--- config.mk ---
export PLATFORM = sky130hd
export DESIGN_NAME = upload_slot_admission_queue
export DESIGN_NICKNAME = d
export VERILOG_FILES = /design/src/hw/rtl/usq_pkg.sv /design/src/hw/rtl/upload_slot_admission_queue.sv /design/src/hw/rtl/usq_cell.sv
export SDC_FILE = /design/constraint.sdc
export NUM_CORES = 2
export LEC_CHECK = 0
export ABC_AREA = 1
export BUFFER_PORTS_ARGS = -buffer_cell sky130_fd_sc_hd__buf_2
export CAP_MARGIN = 30
export CELL_PAD_IN_SITES_DETAIL_PLACEMENT = 1
export CELL_PAD_IN_SITES_GLOBAL_PLACEMENT = 1
export CORE_UTILIZATION = 35
export DETAILED_ROUTE_END_ITERATION = 8
export PLACE_DENSITY_LB_ADDON = 0.12
export SLEW_MARGIN = 40
export SYNTH_ARGS = -nofsm -noshare
export SYNTH_HDL_FRONTEND = slang
export SYNTH_SLANG_ARGS = --single-unit
--- constraint.sdc ---
create_clock -name clk -period 6.5 [get_ports clk]
set_input_delay 0.65 -clock clk [delete_from_list [all_inputs] [get_ports clk]]
set_output_delay 0.65 -clock clk [all_outputs]
set_load 0.01 [all_outputs]
--- src/hw/rtl/usq_pkg.sv ---
// shared types and constants for the upload slot admission queue
`timescale 1ns / 1ps

package usq_pkg;

  localparam int ADDR_W = 32;
  localparam int SLOT_W = 8;
  localparam int POS_W  = 6;

  typedef logic [1:0] verdict_t;

  localparam verdict_t VERDICT_ADMIT  = 2'd0;
  localparam verdict_t VERDICT_REFUSE = 2'd1;
  localparam verdict_t VERDICT_WAIT   = 2'd2;

  // per-cell control from the queue sequencer
  typedef struct packed {
    logic shift;  // take the neighbor's address (pop at head)
    logic load;   // take the request address (append at tail)
  } cell_ctrl_t;

endpackage

--- src/hw/rtl/upload_slot_admission_queue.sv ---
// top level of the upload slot admission queue
//
//   channel  signals                                          direction
//   in       in_valid/in_ready, host_addr, host_uploading,    request in
//            active_uploads
//   out      out_valid/out_ready, verdict, queue_position     result out
//   cfg      cfg_valid/cfg_ready, cfg_data (max_uploads)      register write
//
// a request passes through capture, parallel compare in the cell row, then
// priority pick and queue update before its result is valid.
// a new request is taken once the previous one has reached the output register.
// a stalled output holds the decision step; the queue updates only when the
// result is loaded. reset is synchronous: queue empty, max_uploads 4.
`timescale 1ns / 1ps

module upload_slot_admission_queue import usq_pkg::*; #(
  parameter int QUEUE_DEPTH = 32
) (
  input  logic              clk,
  input  logic              rst,
  input  logic              in_valid,
  output logic              in_ready,
  input  logic [ADDR_W-1:0] host_addr,
  input  logic              host_uploading,
  input  logic [SLOT_W-1:0] active_uploads,
  output logic              out_valid,
  input  logic              out_ready,
  output verdict_t          verdict,
  output logic [POS_W-1:0]  queue_position,
  input  logic              cfg_valid,
  output logic              cfg_ready,
  input  logic [SLOT_W-1:0] cfg_data
);

  localparam int CW = $clog2(QUEUE_DEPTH + 1);
  localparam int IW = (QUEUE_DEPTH > 1) ? $clog2(QUEUE_DEPTH) : 1;

  localparam logic [1:0] ST_IDLE   = 2'd0;
  localparam logic [1:0] ST_MATCH  = 2'd1;
  localparam logic [1:0] ST_DECIDE = 2'd2;

  logic [1:0]        state;
  logic [SLOT_W-1:0] max_uploads;
  logic [CW-1:0]     waiting_count;
  logic [ADDR_W-1:0] req_host;
  logic              req_busy;
  logic [SLOT_W-1:0] req_active;
  logic [QUEUE_DEPTH-1:0] hits;

  logic [ADDR_W-1:0] cell_addr [QUEUE_DEPTH];
  logic [QUEUE_DEPTH-1:0] cell_match;
  cell_ctrl_t        cell_ctrl [QUEUE_DEPTH];

  logic              hit;
  logic [IW-1:0]     first_idx;
  logic              out_free;
  logic              do_push;
  logic              do_pop;
  verdict_t          verdict_next;
  logic [POS_W-1:0]  position_next;
  logic [CW-1:0]     count_inc;

  assign in_ready  = (state == ST_IDLE);
  assign cfg_ready = 1'b1;
  assign out_free  = !out_valid || out_ready;
  assign count_inc = waiting_count + CW'(1);

  // config register
  always_ff @(posedge clk) begin
    if (rst) begin
      max_uploads <= SLOT_W'(4);
    end else if (cfg_valid && cfg_ready) begin
      max_uploads <= cfg_data;
    end
  end

  // request capture
  always_ff @(posedge clk) begin
    if (in_valid && in_ready) begin
      req_host   <= host_addr;
      req_busy   <= host_uploading;
      req_active <= active_uploads;
    end
  end

  // row of cells, each shifting toward the head on pop
  for (genvar i = 0; i < QUEUE_DEPTH; i++) begin : g_cell
    logic [ADDR_W-1:0] shift_src;

    if (i == QUEUE_DEPTH - 1) begin : g_tail
      assign shift_src = '0;
    end else begin : g_mid
      assign shift_src = cell_addr[i+1];
    end

    assign cell_ctrl[i].shift = do_pop;
    assign cell_ctrl[i].load  = do_push && (waiting_count == CW'(i));

    usq_cell u_cell (
      .clk      (clk),
      .ctrl     (cell_ctrl[i]),
      .occupied (CW'(i) < waiting_count),
      .host     (req_host),
      .shift_in (shift_src),
      .addr     (cell_addr[i]),
      .match    (cell_match[i])
    );
  end

  // registered match vector
  always_ff @(posedge clk) begin
    if (state == ST_MATCH) begin
      hits <= cell_match;
    end
  end

  // first match from the head
  always_comb begin
    hit       = |hits;
    first_idx = '0;
    for (int i = QUEUE_DEPTH - 1; i >= 0; i--) begin
      if (hits[i]) begin
        first_idx = IW'(i);
      end
    end
  end

  // decision and queue action
  always_comb begin
    verdict_next  = VERDICT_ADMIT;
    position_next = '0;
    do_push       = 1'b0;
    do_pop        = 1'b0;
    if (req_busy) begin
      verdict_next = VERDICT_REFUSE;
    end else if (req_active < max_uploads) begin
      verdict_next = VERDICT_ADMIT;
    end else if (!hit) begin
      if (waiting_count == CW'(QUEUE_DEPTH)) begin
        verdict_next = VERDICT_REFUSE;
      end else begin
        verdict_next  = VERDICT_WAIT;
        position_next = POS_W'(count_inc);
        do_push       = (state == ST_DECIDE) && out_free;
      end
    end else if (first_idx == '0) begin
      verdict_next = VERDICT_ADMIT;
      do_pop       = (state == ST_DECIDE) && out_free;
    end else begin
      verdict_next  = VERDICT_WAIT;
      position_next = POS_W'(first_idx);
    end
  end

  // sequencer and queue length
  always_ff @(posedge clk) begin
    if (rst) begin
      state         <= ST_IDLE;
      waiting_count <= '0;
    end else begin
      case (state)
        ST_IDLE: begin
          if (in_valid) begin
            state <= ST_MATCH;
          end
        end
        ST_MATCH: begin
          state <= ST_DECIDE;
        end
        ST_DECIDE: begin
          if (out_free) begin
            state <= ST_IDLE;
          end
        end
        default: begin
          state <= ST_IDLE;
        end
      endcase
      if (do_push) begin
        waiting_count <= count_inc;
      end else if (do_pop) begin
        waiting_count <= waiting_count - CW'(1);
      end
    end
  end

  // output register
  always_ff @(posedge clk) begin
    if (rst) begin
      out_valid <= 1'b0;
    end else if ((state == ST_DECIDE) && out_free) begin
      out_valid <= 1'b1;
    end else if (out_ready) begin
      out_valid <= 1'b0;
    end
  end

  always_ff @(posedge clk) begin
    if ((state == ST_DECIDE) && out_free) begin
      verdict        <= verdict_next;
      queue_position <= position_next;
    end
  end

`ifndef SYNTHESIS
  // queue length stays within the cell row
  a_count_range: assert property (@(posedge clk) disable iff (rst)
    waiting_count <= CW'(QUEUE_DEPTH))
    else $error("queue length beyond depth");

  // queue length moves only on a decision that loads a result
  a_count_change: assert property (@(posedge clk) disable iff (rst)
    !$past(rst) && !$stable(waiting_count) |->
      $past(state) == ST_DECIDE && out_valid)
    else $error("queue length changed outside decision");

  // only a wait verdict carries a position
  a_position_zero: assert property (@(posedge clk) disable iff (rst)
    out_valid && verdict != VERDICT_WAIT |-> queue_position == '0)
    else $error("position reported without wait verdict");
`endif

endmodule

--- src/hw/rtl/usq_cell.sv ---
// one queue cell: holds a waiting host address and compares it to the request
`timescale 1ns / 1ps

module usq_cell import usq_pkg::*; (
  input  logic              clk,
  input  cell_ctrl_t        ctrl,
  input  logic              occupied,
  input  logic [ADDR_W-1:0] host,
  input  logic [ADDR_W-1:0] shift_in,
  output logic [ADDR_W-1:0] addr,
  output logic              match
);

  // address storage, shifted toward the head on pop
  always_ff @(posedge clk) begin
    if (ctrl.shift) begin
      addr <= shift_in;
    end else if (ctrl.load) begin
      addr <= host;
    end
  end

  // compare only while this cell lies inside the queue
  assign match = occupied && (addr == host);

endmodule
; ---- Word-level counts from Yosys, hierarchy flattened
; Index checks and enable logic that the tools add are counted.
[totals]
output_inout_bits = 11
ff_bits = 1122
in_bits = 54
[classes]
n_reduce_logical = 107
n_mux = 116
add_sub_neg = 2
order_cmp = 33
n_eq_ne = 68
[ops]
columns = op, count
row1 = 2-to-1 mux 32 bit, 62
row2 = equality test 32 bit, 32
row3 = 2-to-1 mux 5 bit, 33
row4 = equality test 6 x 5 -> 1 bit (second input constant), 16
row5 = less-than comparator 5 x 6 -> 1 bit (first input constant), 16
row6 = logical AND 1 bit, 66
row7 = nonzero test 2 bit, 33
row8 = equality test 6 x 4 -> 1 bit (second input constant), 8
row9 = less-than comparator 4 x 6 -> 1 bit (first input constant), 8
row10 = OR reduction 32 bit, 1
row11 = equality test 6 x 3 -> 1 bit (second input constant), 4
row12 = less-than comparator 3 x 6 -> 1 bit (first input constant), 4
row13 = 2-to-1 mux 6 bit, 4
row14 = equality test 6 x 2 -> 1 bit (second input constant), 2
row15 = less-than comparator 1 x 6 -> 1 bit (first input constant), 2
row16 = less-than comparator 2 x 6 -> 1 bit (first input constant), 2
row17 = 2-to-1 mux 1 bit, 11
row18 = 2-to-1 mux 2 bit, 5
row19 = less-than comparator 8 bit, 1
row20 = adder 6 x 1 -> 6 bit (second input constant), 1
row21 = equality test 6 x 1 -> 1 bit (second input constant), 1
row22 = equality test 6 bit (second input constant), 1
row23 = logical NOT 6 bit, 1
row24 = case mux 2 bit (3 select lines), 1
row25 = 10 further kinds, 11

; ---- Longest topological paths before layout
[depth]
depth_word = 39
depth_mapped = 39

; ---- By module
; Synthesis repeated with hierarchy kept, for this count alone.
[unflattened]
cells_unflattened = 8741
area_unflattened_um2 = 65660.5
[modules_own_cells]
columns = mod, area_per_inst_um2, seq_area_each_um2, cells_per_inst, n_inst
row1 = usq_cell, 1909.3, 960.9, 258, 32
row2 = upload_slot_admission_queue, 4561.9, 2772.7, 485, 1

; ---- Least setup slack after synthesis
; No wires, ideal clock.
[synth_timing]
path_kind = reg2reg
start = register waiting_count[0]
end = register g_cell[4].u_cell.addr[0], enable pin
t_arrival_ns = 5.636
stages_incl_launch_ff = 13
n_path_buf = 1
t_required_ns = 5.989
synth_period_minus_slack_ns = 6.147
setup_slack_ns = 0.353
path_cell_list = dfxtp_1 -> clkinv_1 -> ha_1 -> inv_1 -> nor2_1 -> nand2_1 -> nor3_1 -> nor2_1 -> inv_1 -> nor3_1 -> clkbuf_1 -> nand2_1 -> o41ai_1
[synth_between]
elab_chain_cells = 7
[synth_rtl]
columns = item, line
row1 = start: declaration, upload_slot_admission_queue.sv:44  ; logic [CW-1:0] waiting_count;
row2 = start signal: assignment, upload_slot_admission_queue.sv:180  ; waiting_count <= count_inc;
row3 = start signal: assignment, upload_slot_admission_queue.sv:182  ; waiting_count <= waiting_count - CW'(1);
row4 = equality test 6 bit, upload_slot_admission_queue.sv:139  ; if (waiting_count == CW'(QUEUE_DEPTH)) begin
row5 = 2-to-1 mux 1 bit, upload_slot_admission_queue.sv:139
row6 = 2-to-1 mux 1 bit, upload_slot_admission_queue.sv:138  ; end else if (!hit) begin
row7 = 2-to-1 mux 1 bit, upload_slot_admission_queue.sv:136  ; end else if (req_active < max_uploads) begin
row8 = 2-to-1 mux 1 bit, upload_slot_admission_queue.sv:134  ; if (req_busy) begin
row9 = logical AND 1 bit (*), upload_slot_admission_queue.sv:97  ; assign cell_ctrl[i].load = do_push && (waiting_count == CW'(i));
row10 = nonzero test 2 bit (no source line) (*), --
row11 = end signal: assignment, usq_cell.sv:17  ; addr <= shift_in;
row12 = end signal: assignment, usq_cell.sv:19  ; addr <= host;
row13 = end: declaration, usq_cell.sv:10  ; output logic [ADDR_W-1:0] addr,
; Mark *: on every way between the ends. The rest lies on a longest branch, timed or not.
; A chain may end at the register's enable or synchronous reset.

; ---- Final worst setup path
[layout_timing]
start = register max_uploads[1]
end = register g_cell[9].u_cell.addr[30], data pin
[layout_between]
elab_chain_cells = 4
[layout_rtl]
columns = item, line
row1 = start: declaration, upload_slot_admission_queue.sv:43  ; logic [SLOT_W-1:0] max_uploads;
row2 = start signal: assignment, upload_slot_admission_queue.sv:73  ; max_uploads <= cfg_data;
row3 = less-than comparator 8 bit, upload_slot_admission_queue.sv:136
row4 = 2-to-1 mux 1 bit, upload_slot_admission_queue.sv:136
row5 = 2-to-1 mux 1 bit, upload_slot_admission_queue.sv:134
row6 = 2-to-1 mux 32 bit, usq_cell.sv:16  ; if (ctrl.shift) begin
row7 = end signal: assignment, usq_cell.sv:17
row8 = end signal: assignment, usq_cell.sv:19
row9 = end: declaration, usq_cell.sv:10
; Every way passes these cells.

==> impl_metrics.py <==
metrics = {
    "outcome": {
        "status": "complete, no violations",
    },
    "power": {
        "p_per_area_mw_per_mm2": 273,
        "leakage_nw": 25.2,
        "clockPowerShare_pct": 44.5,
        "power_frac_comb_pct": 10.4,
        "swShare_pct": 27.1,
        "p_sw_mw": 4.86,
        "finalPower_mw": 17.9,
        "p_int_mw": 13.1,
        "ir_drop_uv": 302,
        "seq_power_share_pct": 45.1,
    },
    "job": {
        "cap_viol_max_count": 0,
    },
    "layout": {
        "final_nets": 5987,
        "fillCellCount": 18163,
        "area_delta_synth_final_pct": 14.8,
        "drive_gt1_share_pct": 9.32,
        "multi_input_area_mm2": 0.0184,
        "final_core_util_pct": 40.4,
        "seqCellArea_mm2": 0.0332,
    },
    "timing": {
        "tightestPinTransition_ns": 0.960,
        "clock.fmax_mhz": 188,
        "maxSlewViolCount": 0,
        "worst_clock_skew_ns": 0.0390,
        "hold_violations": 0,
        "rsz0062_at_grt": "no",
        "setup_viol": 0,
        "finalCritPeriodShare_pct": 81.9,
        "fin_crit_ns": 5.32,
        "tns_ns": 0,
        "slew_headroom_pct": 35.6,
    },
    "critical_path": {
        "critPathSlowestCell": "nand2_2",
        "path_delay_family": "simple AND/OR/NAND/NOR gates",
        "path_max_fanout": 29,
        "crit_path_start_kind": "flip-flop",
        "critical_path_class": "reg -> reg",
        "worst-path-buf-inv": 3,
        "worst_setup_path_end_kind": "flip-flop",
        "max_stage_delay_ns": 0.63,
        "critPathRequiredTime_ns": 7.02,
        "reg2reg_slack_ns": 1.18,
        "cp.arrival_ns": 5.85,
        "worstPathCellList": "inv_1 -> ha_1 -> o21a_1 -> o211ai_1 -> nand2_1 -> a21o_1 -> a21oi_1 -> o21ai_0 -> nand2_1 -> nor3_1 -> nand3_4 -> buf_4 -> nand2_2 -> buf_4 -> o21ai_1",
    },
    "synth": {
        "yosysTopAreaCell": "edfxtp_1",
        "avgSynthCellArea_um2": 9.74,
        "synthTopCellsByCount": "inv_1 (1122), edfxtp_1 (1073), o21ai_1 (922), nand2_1 (831), xnor2_1 (300)",
        "synth-seq-cells": 1122,
        "synth.most_common_cell": "inv_1",
        "synth_edf_count": 1073,
        "synth_top_area_share_pct": 56.3,
        "synth_warnings": 0,
        "synth_cell_types": 44,
        "synth.area.top_cells": "edfxtp_1 (56%), o21ai_1 (8.1%), inv_1 (7.4%), nand2_1 (5.4%), xnor2_1 (4.6%)",
        "netlist_instances": 5879,
        "synth_nets": 5944,
        "ys_async_sr_fraction_pct": 0,
        "synthFlopType": "edfxtp_1",
        "ys_seq_area_share_pct": 58.0,
        "synthesis.area_mm2": 0.0573,
    },
    "detailed_routing": {
        "viasPerCell": 5.91,
        "ant_nets": 0,
        "post-route-drc-count": 0,
        "wirelength_mm": 304,
        "wl_per_cell_um": 37.0,
        "via_count": 48589,
        "initialDrtViolationCount": 6165,
        "first_pass_iters": 6,
    },
    "global_route": {
        "grt_antenna_before_repair": 28,
        "grt_max_degree": 120,
        "grt_pass1_wl_mm": 408,
        "grt_usage_pct": 36.5,
        "grt_pass1_vias": 48342,
        "overflow": 0,
    },
    "die": {
        "io_pins": 65,
        "die_h_um": 406,
        "core_mm2": 0.163,
        "die_w_um": 406,
        "rows": 148,
        "initial_core_util_pct": 35.2,
        "dieArea_mm2": 0.165,
    },
    "placement": {
        "dp_hpwl_mm": 204,
        "gp_congestion": 0.978,
        "port_buffers": 63,
    },
    "cts": {
        "post_cts_buffers": 0,
        "cts_tree": "yes",
        "cts_root_buf": "clkbuf_16",
        "clk_pin_slew_worst_paths_ns": 0.06,
        "clock_latency_ns": 0.82,
        "cts_sinks": 1122,
        "htreeDepth": 4,
        "clock_path_buffers": 3,
        "cts_buffers": 140,
    },
    "hold_path": {
        "hold_class": "in -> reg",
    },
}
-- timing repair --
item                                   in CTS  in global routing
resized for setup                           0                  0
endpoints found under the hold margin      25                  0
hold buffers                               25                  0
-- per-layer routing --
layer	track usage, %	up-vias	share of wire (%)
met5	0	-	0.011
met4	21.7	6	6.7
met3	7.23	823	8.6
met2	57.8	2731	46
met1	46.2	24900	39
li1	-	20129	-
-- per-stage QoR --
step / instances / instance area [µm²] / hold slack (ns) / setup WS (ns)
after floorplan: 5879 / 57300 / 0.435 / 0.353
after global placement: 7925 / 60800 / 0.457 / 1.19
after detailed placement: 7930 / 60900 / 0.464 / 1.21
after CTS: 8206 / 65700 / 0.000369 / 1.15
after global routing: 8208 / 65700 / 0.0110 / 0.950
final: 8215 / 65700 / 0.0350 / 1.18
-- logic make-up after synthesis --
| logic type | after synthesis | share of synthesized area (%) |
|---|---|---|
| AO/OA/AOI/OAI | 1465 | 14.3 |
| flip-flops | 1122 | 58.0 |
| other | 1 | 0.00655 |
| buffers and inverters | 1542 | 10.7 |
| AND/OR/NAND/NOR | 1280 | 9.76 |
| XOR/XNOR | 458 | 7.01 |
| adder cells (fa/ha/maj) | 11 | 0.240 |
-- sequential cells by signal (all words and copies together), names as in the netlist --
| register | count |
|---|---|
| req_active | 8 |
| out_valid | 1 |
| hits | 32 |
| req_busy | 1 |
| queue_position | 6 |
| waiting_count | 6 |
| state | 2 |
| verdict | 2 |
| max_uploads | 8 |
| g_cell.u_cell.addr | 1024 |
| req_host | 32 |
-- power by group through the flow --
| stage | clock network (mW) | registers, mW | logic, mW |
|---|---|---|---|
| 2_1_floorplan | 0 | 8.21 | 0.813 |
| 3_3_place_gp | 0 | 8.24 | 1.76 |
| 3_5_place_dp | 0 | 8.24 | 1.79 |
| 4_1_cts | 8.02 | 8.09 | 1.80 |
| 5_1_grt | 8.26 | 8.09 | 1.88 |
| 6_report | 7.99 | 8.09 | 1.87 |
-- layout by cell type, fill, tap and decap left out, types with 76 or more instances in the layout --
cell type	n
buf_4	180
o21ai_1	922
nand2_1	799
a221oi_1	101
edfxtp_1	1073
nor2_1	96
nand3_1	85
xor2_1	158
clkbuf_16	143
o21ai_0	119
xnor2_1	300
inv_1	1114
nand4_1	139
o22ai_1	214
nor4_1	76
-- final cells by class --
type                    count  share of cell area [%]
flip-flops and latches   1122                    50.5
clock inverters            76                    1.21
multi-input cells        3215                    27.9
clock buffers             175                    5.69
diodes                      9                  0.0343
well taps                2175                    4.14
repair buffers            303                    3.94
inverters                1140                    6.53
-- worst paths after layout --
kind	end	start	cells past startpoint
worst max-delay path	g_cell[9].u_cell.addr[30]	max_uploads[1]	15
worst min register to register	max_uploads[6]	max_uploads[6]	2
worst min-delay path	req_host[9]	host_addr[9]	1
worst max register to register	g_cell[9].u_cell.addr[30]	max_uploads[1]	15
(Power assumes the default switching activity.)
